`src/rtl/covariance_matrix_accumulator_unit_assert.svh`:
```
// Assertion macros for the covariance accumulator top level.
// Each macro expects signals named clk and rst_n in the scope where it is used.
`ifndef COVARIANCE_MATRIX_ACCUMULATOR_UNIT_ASSERT_SVH
`define COVARIANCE_MATRIX_ACCUMULATOR_UNIT_ASSERT_SVH

// Condition must hold on every clock edge out of reset.
`define CMA_ASSERT_HOLDS(label, cond, msg) \
    label: assert property (@(posedge clk) disable iff (!rst_n) (cond)) else $error(msg);

// Same-cycle implication.
`define CMA_ASSERT_IMPLIES(label, pre, post, msg) \
    label: assert property (@(posedge clk) disable iff (!rst_n) (pre) |-> (post)) \
        else $error(msg);

// Next-cycle implication.
`define CMA_ASSERT_NEXT(label, pre, post, msg) \
    label: assert property (@(posedge clk) disable iff (!rst_n) (pre) |=> (post)) \
        else $error(msg);

`endif

```
`src/rtl/cma_pkg.sv`:
```
// Package for the covariance matrix accumulator: sizes, codes, shared types
// and the triangle row-base function. No dependencies.
package cma_pkg;

    localparam int MAX_DIM     = 64;
    localparam int SAMPLE_BITS = 16;
    localparam int ACC_BITS    = 48;

    localparam int IDX_BITS    = $clog2(MAX_DIM);
    localparam int LEN_BITS    = 7;
    localparam int TRI_SIZE    = MAX_DIM * (MAX_DIM + 1) / 2;
    localparam int TRI_BITS    = $clog2(TRI_SIZE);
    localparam int PROD_BITS   = 2 * SAMPLE_BITS;
    localparam int COUNT_BITS  = 16;
    localparam int OUT_BITS    = 48;
    localparam int STATUS_BITS = 2;

    localparam logic [LEN_BITS-1:0]    LEN_RESET = LEN_BITS'(64);
    localparam logic [COUNT_BITS-1:0]  COUNT_MAX = '1;

    localparam logic                   ACTION_PUSH = 1'b0;
    localparam logic                   ACTION_READ = 1'b1;

    localparam logic [STATUS_BITS-1:0] STATUS_OK    = 2'd0;
    localparam logic [STATUS_BITS-1:0] STATUS_EMPTY = 2'd1;
    localparam logic [STATUS_BITS-1:0] STATUS_SAT   = 2'd2;

    // Push command from the sequencer to the accumulate datapath.
    typedef struct packed {
        logic                          start;
        logic                          fresh;
        logic [IDX_BITS-1:0]           idx;
        logic signed [SAMPLE_BITS-1:0] sample;
    } mac_cmd_t;

    // Datapath status back to the sequencer.
    typedef struct packed {
        logic busy;
        logic sat;
    } mac_stat_t;

    // Address of entry (r,0) in the packed lower triangle: r*(r+1)/2.
    function automatic logic [TRI_BITS-1:0] tri_base(input logic [IDX_BITS-1:0] r);
        logic [IDX_BITS:0]     r1;
        logic [2*IDX_BITS:0]   p;
        r1 = {1'b0, r} + (IDX_BITS+1)'(1);
        p  = (2*IDX_BITS+1)'(r) * (2*IDX_BITS+1)'(r1);
        return TRI_BITS'(p >> 1);
    endfunction

endpackage

```
`src/rtl/cma_div.sv`:
```
// Sequential restoring divider: signed accumulator over unsigned count,
// truncating toward zero, one quotient bit per cycle. Uses cma_pkg.
module cma_div
    import cma_pkg::*;
(
    input  logic                       clk,
    input  logic                       rst_n,
    input  logic                       start,
    input  logic signed [ACC_BITS-1:0] dividend,
    input  logic [COUNT_BITS-1:0]      divisor,
    output logic                       busy,
    output logic signed [ACC_BITS-1:0] quotient
);

    localparam int STEP_BITS = $clog2(ACC_BITS);

    logic                   busy_reg;
    logic [STEP_BITS-1:0]   step_reg;
    logic [ACC_BITS-1:0]    mag_reg;
    logic [COUNT_BITS-1:0]  rem_reg;
    logic [COUNT_BITS-1:0]  dvs_reg;
    logic                   neg_reg;

    logic [COUNT_BITS:0]    trial;
    logic                   ge;
    logic [COUNT_BITS-1:0]  rem_next;

    always_comb
    begin
        trial    = {rem_reg, mag_reg[ACC_BITS-1]};
        ge       = trial >= {1'b0, dvs_reg};
        rem_next = ge ? COUNT_BITS'(trial - {1'b0, dvs_reg}) : trial[COUNT_BITS-1:0];
    end

    always_ff @(posedge clk or negedge rst_n)
    begin
        if (!rst_n)
        begin
            busy_reg <= 1'b0;
            step_reg <= '0;
        end
        else if (start)
        begin
            busy_reg <= 1'b1;
            step_reg <= '0;
        end
        else if (busy_reg)
        begin
            step_reg <= step_reg + STEP_BITS'(1);
            if (step_reg == STEP_BITS'(ACC_BITS - 1))
            begin
                busy_reg <= 1'b0;
            end
        end
    end

    always_ff @(posedge clk)
    begin
        if (start)
        begin
            mag_reg <= dividend[ACC_BITS-1] ? ACC_BITS'(-dividend) : ACC_BITS'(dividend);
            neg_reg <= dividend[ACC_BITS-1];
            rem_reg <= '0;
            dvs_reg <= divisor;
        end
        else if (busy_reg)
        begin
            mag_reg <= {mag_reg[ACC_BITS-2:0], ge};
            rem_reg <= rem_next;
        end
    end

    assign busy     = busy_reg;
    assign quotient = neg_reg ? -$signed(mag_reg) : $signed(mag_reg);

endmodule

```
`config.mk`:
```
export PLATFORM = sky130hd
export DESIGN_NAME = cma_div
export DESIGN_NICKNAME = d
export VERILOG_FILES = /design/src/rtl/covariance_matrix_accumulator_unit_assert.svh /design/src/rtl/cma_pkg.sv /design/src/rtl/cma_div.sv
export SDC_FILE = /design/constraint.sdc
export NUM_CORES = 1
export LEC_CHECK = 0
export BUFFER_PORTS_ARGS = -buffer_cell sky130_fd_sc_hd__buf_2
export CORE_ASPECT_RATIO = 1.25
export CORE_UTILIZATION = 30
export DETAILED_ROUTE_END_ITERATION = 16
export GPL_ROUTABILITY_DRIVEN = 0
export PLACE_DENSITY = 0.57
export SLEW_MARGIN = 10
export SYNTH_ARGS = -nofsm -noshare
export SYNTH_HDL_FRONTEND = slang
export SYNTH_SLANG_ARGS = --single-unit
```
`constraint.sdc`:
```
create_clock -name clk -period 4.1 [get_ports clk]
set_input_delay 0.205 -clock clk [delete_from_list [all_inputs] [get_ports clk]]
set_output_delay 0.205 -clock clk [all_outputs]
set_load 0.005 [all_outputs]
```
Word-level counts from Yosys, hierarchy flattened
Index checks and enable logic that the tools add are counted.
{"block": "classes", "n_addsub": 4, "multipliers": 0, "div_mod_pow": 0, "magnitude_cmp": 1, "n_eq_ne": 1, "n_shift": 0, "n_mux": 10, "bitwise_logic": 0, "reduce_logical": 1}
{"cell": "$mux 48", "n": 4}
{"cell": "$neg 48->48", "n": 2}
{"cell": "$ge 17x16->1", "n": 1}
{"cell": "$mux 16", "n": 1}
{"cell": "$sub 16x16->16", "n": 1}
{"cell": "$mux 6", "n": 2}
{"cell": "$add 6x1->6 const B", "n": 1}
{"cell": "$eq 6x6->1 const B", "n": 1}
{"cell": "$mux 1", "n": 3}
{"cell": "$reduce_bool 2->1", "n": 1}
{"block": "word_totals", "register_bits": 88, "latchBits": 0, "mem_bits_rw": 0, "mem_bits_ro": 0, "input_bits": 67, "mem_count": 0}

Depth between registers and ports, before layout
Gate-level depths: netlist of run 1.
{"block": "depth", "ltp_word": 4, "depth_mapped": 11, "mapped_depth_nobuf": 10}

Worst setup path after synthesis of run 1
Ideal clock, no wire load.
{"block": "synth_timing", "kind": "register -> output", "start": "register mag_reg[12]", "end": "output quotient[23]", "t_arrival_ps": 2791, "required_ps": 3895, "setup_slack_ps": 1104, "path_stages_with_launch": 8, "path_cell_list": "edfxtp_1 -> or4_4 -> or4_1 -> or3b_1 -> buf_6 -> or4_4 -> o41ai_2 -> xnor2_1"}
{"block": "synth_via", "elab_chain_cells": 2}
{"element": "start: declaration", "line": "cma_div.sv:19", "source": "logic [ACC_BITS-1:0] mag_reg;"}
{"element": "start signal: assignment", "line": "cma_div.sv:61", "source": "mag_reg <= dividend[ACC_BITS-1] ? ACC_BITS'(-dividend) : ACC_BITS'(dividend);"}
{"element": "start signal: assignment", "line": "cma_div.sv:68", "source": "mag_reg <= {mag_reg[ACC_BITS-2:0], ge};"}
{"element": "$neg 48->48", "line": "cma_div.sv:74", "source": "assign quotient = neg_reg ? -$signed(mag_reg) : $signed(mag_reg);"}
{"element": "$mux 48", "line": "cma_div.sv:74"}
{"element": "end: declaration", "line": "cma_div.sv:12", "source": "output logic signed [ACC_BITS-1:0] quotient"}
No other way between the ends.

Worst setup path after layout of run 1
{"block": "layout_timing", "start": "register mag_reg[12]", "end": "output quotient[36]"}
Same word-level chain as after synthesis.

==> results of run 1 <==
==> cell usage after synthesis, types with 12 or more instances <==
cell type / instances / share of area
o21ai_0: 42 / 0.033
nand2_1: 55 / 0.033
xor2_1: 53 / 0.073
or4_1: 14 / 0.017
o31ai_1: 27 / 0.032
edfxtp_1: 65 / 0.31
dfxtp_1: 16 / 0.051
nor2_1: 77 / 0.046
xnor2_1: 55 / 0.076
inv_1: 25 / 0.015
mux2i_1: 12 / 0.019
clkbuf_1: 27 / 0.016
a21oi_1: 55 / 0.043
ha_1: 19 / 0.038
nand3_1: 12 / 0.0095
==> final cells by class <==
type | count | area, um^2
fillers | 2150 | 13300
inverters | 25 | 93.8
clock inverters | 6 | 81.3
well taps | 274 | 343
clock buffers | 10 | 229
flip-flops and latches | 88 | 2450
repair buffers | 121 | 626
multi-input cells | 545 | 3650
==> cell families (layout without fill, tap and decap cells) <==
group                      count (synthesis)  in the layout  synth area share
AOI/OAI and AO/OA                        174            174             0.182
buffers and inverters                     60            162            0.0373
and+or+nand+nor                          227            227             0.178
DFF                                       88             88             0.386
muxes                                     16             16            0.0261
adders and majority gates                 20             20            0.0407
xor gates and xnor gates                 108            108             0.149
==> metrics by stage <==
step / hold slack [ns] / cell area (um^2)
final: 0.0247 / 7470
after global placement: 0.0487 / 7150
after global routing: 0.00995 / 7470
after detailed placement: 0.0444 / 7150
after floorplan: -0.0906 / 6340
after CTS: 0.00486 / 7470
==> worst max-delay path, delay by kind of cell (launching register included) <==
kind            cells  cell delay, ns
simple gates        5            2.23
flops               1            0.43
compound gates      1            0.27
xor+xnor            1            0.15
buf+inv             1            0.13
==> power by group <==
part	switching, uW	internal [uW]
registers	102	1060
clock network	359	532
logic	321	294
==> final timing paths <==
check	startpoint	to	slack [ns]	cells past startpoint
max in group asynchronous	rst_n	step_reg[4]$_DFFE_PN0P_	3.72	2
worst max-delay path	mag_reg[12]$_DFFE_PP_	quotient[36]	0.34	8
worst min register to register	rem_reg[9]$_SDFFE_PP0P_	rem_reg[9]$_SDFFE_PP0P_	0.48	2
worst max register to register	dvs_reg[4]$_DFFE_PP_	rem_reg[3]$_SDFFE_PP0P_	1.17	10
worst min-delay path	divisor[8]	dvs_reg[8]$_DFFE_PP_	0.02	1
min in group asynchronous	rst_n	step_reg[0]$_DFFE_PN0P_	0.23	2
==> what timing repair did <==
action / 4_1_cts / 5_1_grt
resized for setup: 0 / 0
hold buffers: 1 / 0
hold endpoints to repair: 7 / 0
==> metal layers <==
| metal | track usage | wire length (um) |
|---|---|---|
| met2 | 0.254 | 7630 |
| met3 | 0.0331 | 722 |
| met5 | 0 | 0 |
| met1 | 0.179 | 7210 |
| met4 | 0.0756 | 508 |
==> impl_metrics.env, run 1 <==
export IMPL_drc=0
export IMPL_largest_reg_flops=48
export IMPL_die_x_um=132
export IMPL_synthToLayoutAreaGrowth_pct=17.9
export IMPL_crit_slowest_cell="or4_4"
export IMPL_period_needed_ns=3.76
export IMPL_ant_nets=0
export IMPL_io_pins=116
export IMPL_rsz0062_at_grt="false"
export IMPL_critical_path_cell_chain="or4_4 -> or4_1 -> or3b_1 -> nor4b_2 -> nand2_1 -> o41ai_2 -> xnor2_1 -> buf_2"
export IMPL_die_area_mm2=0.0217
export IMPL_timing_final_hold_violations=0
export IMPL_dp_slack_ns=0.687
export IMPL_layout_commonest_cell="buf_2"
export IMPL_fin_cells=1069
export IMPL_worst_setup_path_start_kind="register"
export IMPL_synth_edff_count=65
export IMPL_fin_skew_ns=0.0111
export IMPL_drive_gt1_frac=0.199
export IMPL_worstPathArrival_ns=3.55
export IMPL_wl_per_cell_um=15.0
export IMPL_dieHeight_um=165
export IMPL_numCtsBuffers=9
export IMPL_synth_cell_types=55
export IMPL_nets=877
export IMPL_syn_nets=780
export IMPL_h_tree_depth=3
export IMPL_grt_max_degree=84
export IMPL_power_density_mw_per_mm2=357
export IMPL_max_stage_delay_ns=0.57
export IMPL_cap_violations=0
export IMPL_grt_pass1_wl_um=25800
export IMPL_core_mm2=0.0207
export IMPL_initial_core_util=0.306
export IMPL_syn_area_per_cell_um2=9.15
export IMPL_worstSetupPathType="register to primary output"
export IMPL_max_freq_ghz=0.266
export IMPL_track_usage=0.150
export IMPL_diodes=0
export IMPL_p_leak_uw=0.00295
export IMPL_required_ns=3.89
export IMPL_setup_viol=0
export IMPL_drtIter0Drc=302
export IMPL_worst_pin_slew_ns=1.09
export IMPL_vias=5334
export IMPL_end_kind="primary output"
export IMPL_grt_pass1_vias=5124
export IMPL_synth_cells=693
export IMPL_status="finished, final reports clean"
export IMPL_cts_tree="done"
export IMPL_path_clk_slew_ns=0.07
export IMPL_portBuffers=115
export IMPL_final_cell_mix="buf_2 (114), nor2_1 (77), edfxtp_1 (65)"
export IMPL_irDropWorstVdd_mv=0.172
export IMPL_period_share=0.917
export IMPL_maxSlewHeadroom=0.272
export IMPL_clock_latency_ns=0.35
export IMPL_gr_total_overflow=0
export IMPL_synth_async_reset_ratio=0.0795
export IMPL_vias_per_cell=4.99
export IMPL_cts_root_buf="clkbuf_16"
export IMPL_clock_sinks=88
export IMPL_dp_hpwl_um=12000
export IMPL_wirelength_um=16100
export IMPL_cp_max_fo=7
export IMPL_fin_ws_ns=0.341
export IMPL_dp_cells=1052
export IMPL_total_power_uw=2670
export IMPL_drv_slew=0
export IMPL_synth_flop_cell="edfxtp_1"
export IMPL_ys_seq_area_frac=0.386
export IMPL_yosysWarnings=0
export IMPL_tns_ns=0
export IMPL_clockBufferDepth=2
export IMPL_hold_class="input port to register"
export IMPL_antenna_found_initial=0
export IMPL_ys_ff_latch=88
export IMPL_firstDrtPassIters=6
export IMPL_syn_area_mm2=0.00634
export IMPL_utilization=0.360
export IMPL_cts_setup_buffers=0
export IMPL_num_rows=59
No activity file was read; power rests on OpenSTA's default activity.
==> run 2, diff against run 1 <==
- PLACE_DENSITY: 0.57 -> 0.59
- clock period: 4.1 -> 3.3 ns (I/O delays scaled with it)
==> run 2 against run 1 <==
  * The flow now finishes with violations (setup timing)
  * Routed wire length rose by 2.4%
  * Cell area up 6.7%
  * Non-clock buffer count increased by 37
  * Critical path type unchanged
  * Largest power group unchanged
==> impl_metrics.env, run 2 (synthesized netlist as in run 1, its figures left out) <==
export IMPL_wl_met1_um=7280
export IMPL_antenna_found_initial=0
export IMPL_seqPwrFrac=0.440
export IMPL_max_freq_ghz=0.292
export IMPL_worst_pin_slew_ns=1.12
export IMPL_die_x_um=132
export IMPL_cap_violations=0
export IMPL_drive_gt1_frac=0.240
export IMPL_grt_max_degree=71
export IMPL_core_mm2=0.0207
export IMPL_vias=5571
export IMPL_p_comb_frac=0.251
export IMPL_dieHeight_um=165
export IMPL_wl_per_cell_um=14.9
export IMPL_timing_final_hold_violations=0
export IMPL_cts_root_buf="clkbuf_16"
export IMPL_power_density_mw_per_mm2=414
export IMPL_drc=0
export IMPL_period_needed_ns=3.42
export IMPL_cts_tree="done"
export IMPL_track_usage=0.152
export IMPL_clockBufferDepth=2
export IMPL_wirelength_um=16400
export IMPL_status="complete, but fails checks"
export IMPL_worst_hold_slack_ns=0.144
export IMPL_diodes=0
export IMPL_dp_hpwl_um=12000
export IMPL_cp_max_fo=5
export IMPL_dp_cells=1068
export IMPL_nets=914
export IMPL_grt_pass1_wl_um=26200
export IMPL_vias_per_cell=5.04
export IMPL_maxSlewHeadroom=0.256
export IMPL_hold_class="input port to register"
export IMPL_irDropWorstVdd_mv=0.201
export IMPL_layout_commonest_cell="buf_2"
export IMPL_firstDrtPassIters=5
export IMPL_synthToLayoutAreaGrowth_pct=25.9
export IMPL_portBuffers=115
export IMPL_initial_core_util=0.306
export IMPL_final_cell_mix="buf_2 (114), nor2_1 (77), edfxtp_1 (65), a21oi_1 (55), xnor2_1 (55)"
export IMPL_clock_sinks=88
export IMPL_end_kind="primary output"
export IMPL_fin_ws_ns=-0.121
export IMPL_worstSetupPathType="register to primary output"
export IMPL_drtIter0Drc=285
export IMPL_dr_wl_met3_um=725
export IMPL_numCtsBuffers=9
export IMPL_ant_nets=0
export IMPL_grt_pass1_vias=5366
export IMPL_fin_skew_ns=0.00839
export IMPL_switching_share=0.302
export IMPL_num_rows=59
export IMPL_place_area_mm2=0.00727
export IMPL_path_clk_slew_ns=0.07
export IMPL_worst_setup_path_start_kind="register"
export IMPL_drv_slew=0
export IMPL_io_pins=116
export IMPL_violations="setup timing"
export IMPL_finalInstanceArea_mm2=0.00798
export IMPL_pwr_share_clk=0.309
export IMPL_power_switching_uw=998
export IMPL_gr_total_overflow=0
export IMPL_h_tree_depth=3
export IMPL_p_leak_uw=0.00322
export IMPL_clock_latency_ns=0.35
export IMPL_largest_reg_flops=48
export IMPL_worstPathArrival_ns=3.26
export IMPL_period_share=1.04
export IMPL_setup_viol=12
export IMPL_utilization=0.385
export IMPL_rsz0062_at_grt="true"
export IMPL_fin_cells=1106
export IMPL_met2_length_um=7780
export IMPL_required_ns=3.13
export IMPL_top_layer_used="met4"
export IMPL_p_int_uw=2300
export IMPL_die_area_mm2=0.0217
## run 2: cell count changes in the layout (fill, tap and decap cells not counted), moves of 6 or more
cell,before,now
o21ai_2,0,6
o21ai_0,42,31
dlygate4sd3_1,1,17
buf_4,6,25
## run 2: routing by layer
metal,vias to the layer above,GRT usage
met5,-,0
met4,0,0.0904
met3,39,0.0233
met2,140,0.256
met1,2598,0.183
li1,2794,-
## run 2: power by group through the flow
stage | Sequential [uW] | Combinational [uW] | Clock, uW
final | 1450 | 828 | 1020
after global routing | 1470 | 923 | 1090
after CTS | 1440 | 824 | 1050
after detailed placement | 1460 | 796 | 0
after global placement | 1450 | 790 | 0
after floorplan | 1420 | 502 | 0
## run 2: through the flow
stage | TNS, ns | worst slack (ns) | power [uW]
6_report | -0.678 | -0.121 | 3300
5_1_grt | -2.79 | -0.194 | 3480
4_1_cts | -0.467 | -0.0746 | 3320
3_5_place_dp | 0 | 0.0396 | 2250
3_3_place_gp | 0 | 0.111 | 2240
2_1_floorplan | 0 | 0.344 | 1920
## run 2: timing repair
| item | in CTS | in global routing |
|---|---|---|
| hold buffers | 17 | 0 |
| setup buffers | 3 | 2 |
| endpoints found under the setup margin | 27 | 27 |
| pin swaps | 9 | 7 |
| hold endpoints to repair | 23 | 0 |
| gates resized for setup | 19 | 28 |
## run 2: critical path, stage by stage (launching register included)
cell and delay, ns:
edfxtp_1 0.39, or4_4 0.55, or4_4 0.43, or3b_4 0.47
or4_4 0.55, o41ai_4 0.25, xnor2_1 0.15, buf_2 0.13
## run 2: worst paths after layout
| check | cells past startpoint | startpoint | slack, ns | to |
|---|---|---|---|---|
| setup / recovery | 7 | mag_reg[12]$_DFFE_PP_ | -0.12 | quotient[23] |
| hold reg to reg | 2 | rem_reg[9]$_SDFFE_PP0P_ | 0.49 | rem_reg[9]$_SDFFE_PP0P_ |
| min in group asynchronous | 2 | rst_n | 0.18 | step_reg[2]$_DFFE_PN0P_ |
| setup reg to reg | 10 | dvs_reg[4]$_DFFE_PP_ | 0.58 | rem_reg[4]$_SDFFE_PP0P_ |
| hold / removal | 2 | start | 0.14 | rem_reg[8]$_SDFFE_PP0P_ |
| max in group asynchronous | 2 | rst_n | 2.97 | step_reg[4]$_DFFE_PN0P_ |
## run 2: cell type report
cell class | count | area (um^2)
fillers | 2091 | 12800
multi-input cells | 545 | 3850
flip-flops and latches | 88 | 2450
repair buffers | 158 | 951
well taps | 274 | 343
clock buffers | 13 | 272
inverters | 25 | 93.8
clock inverters | 3 | 23.8
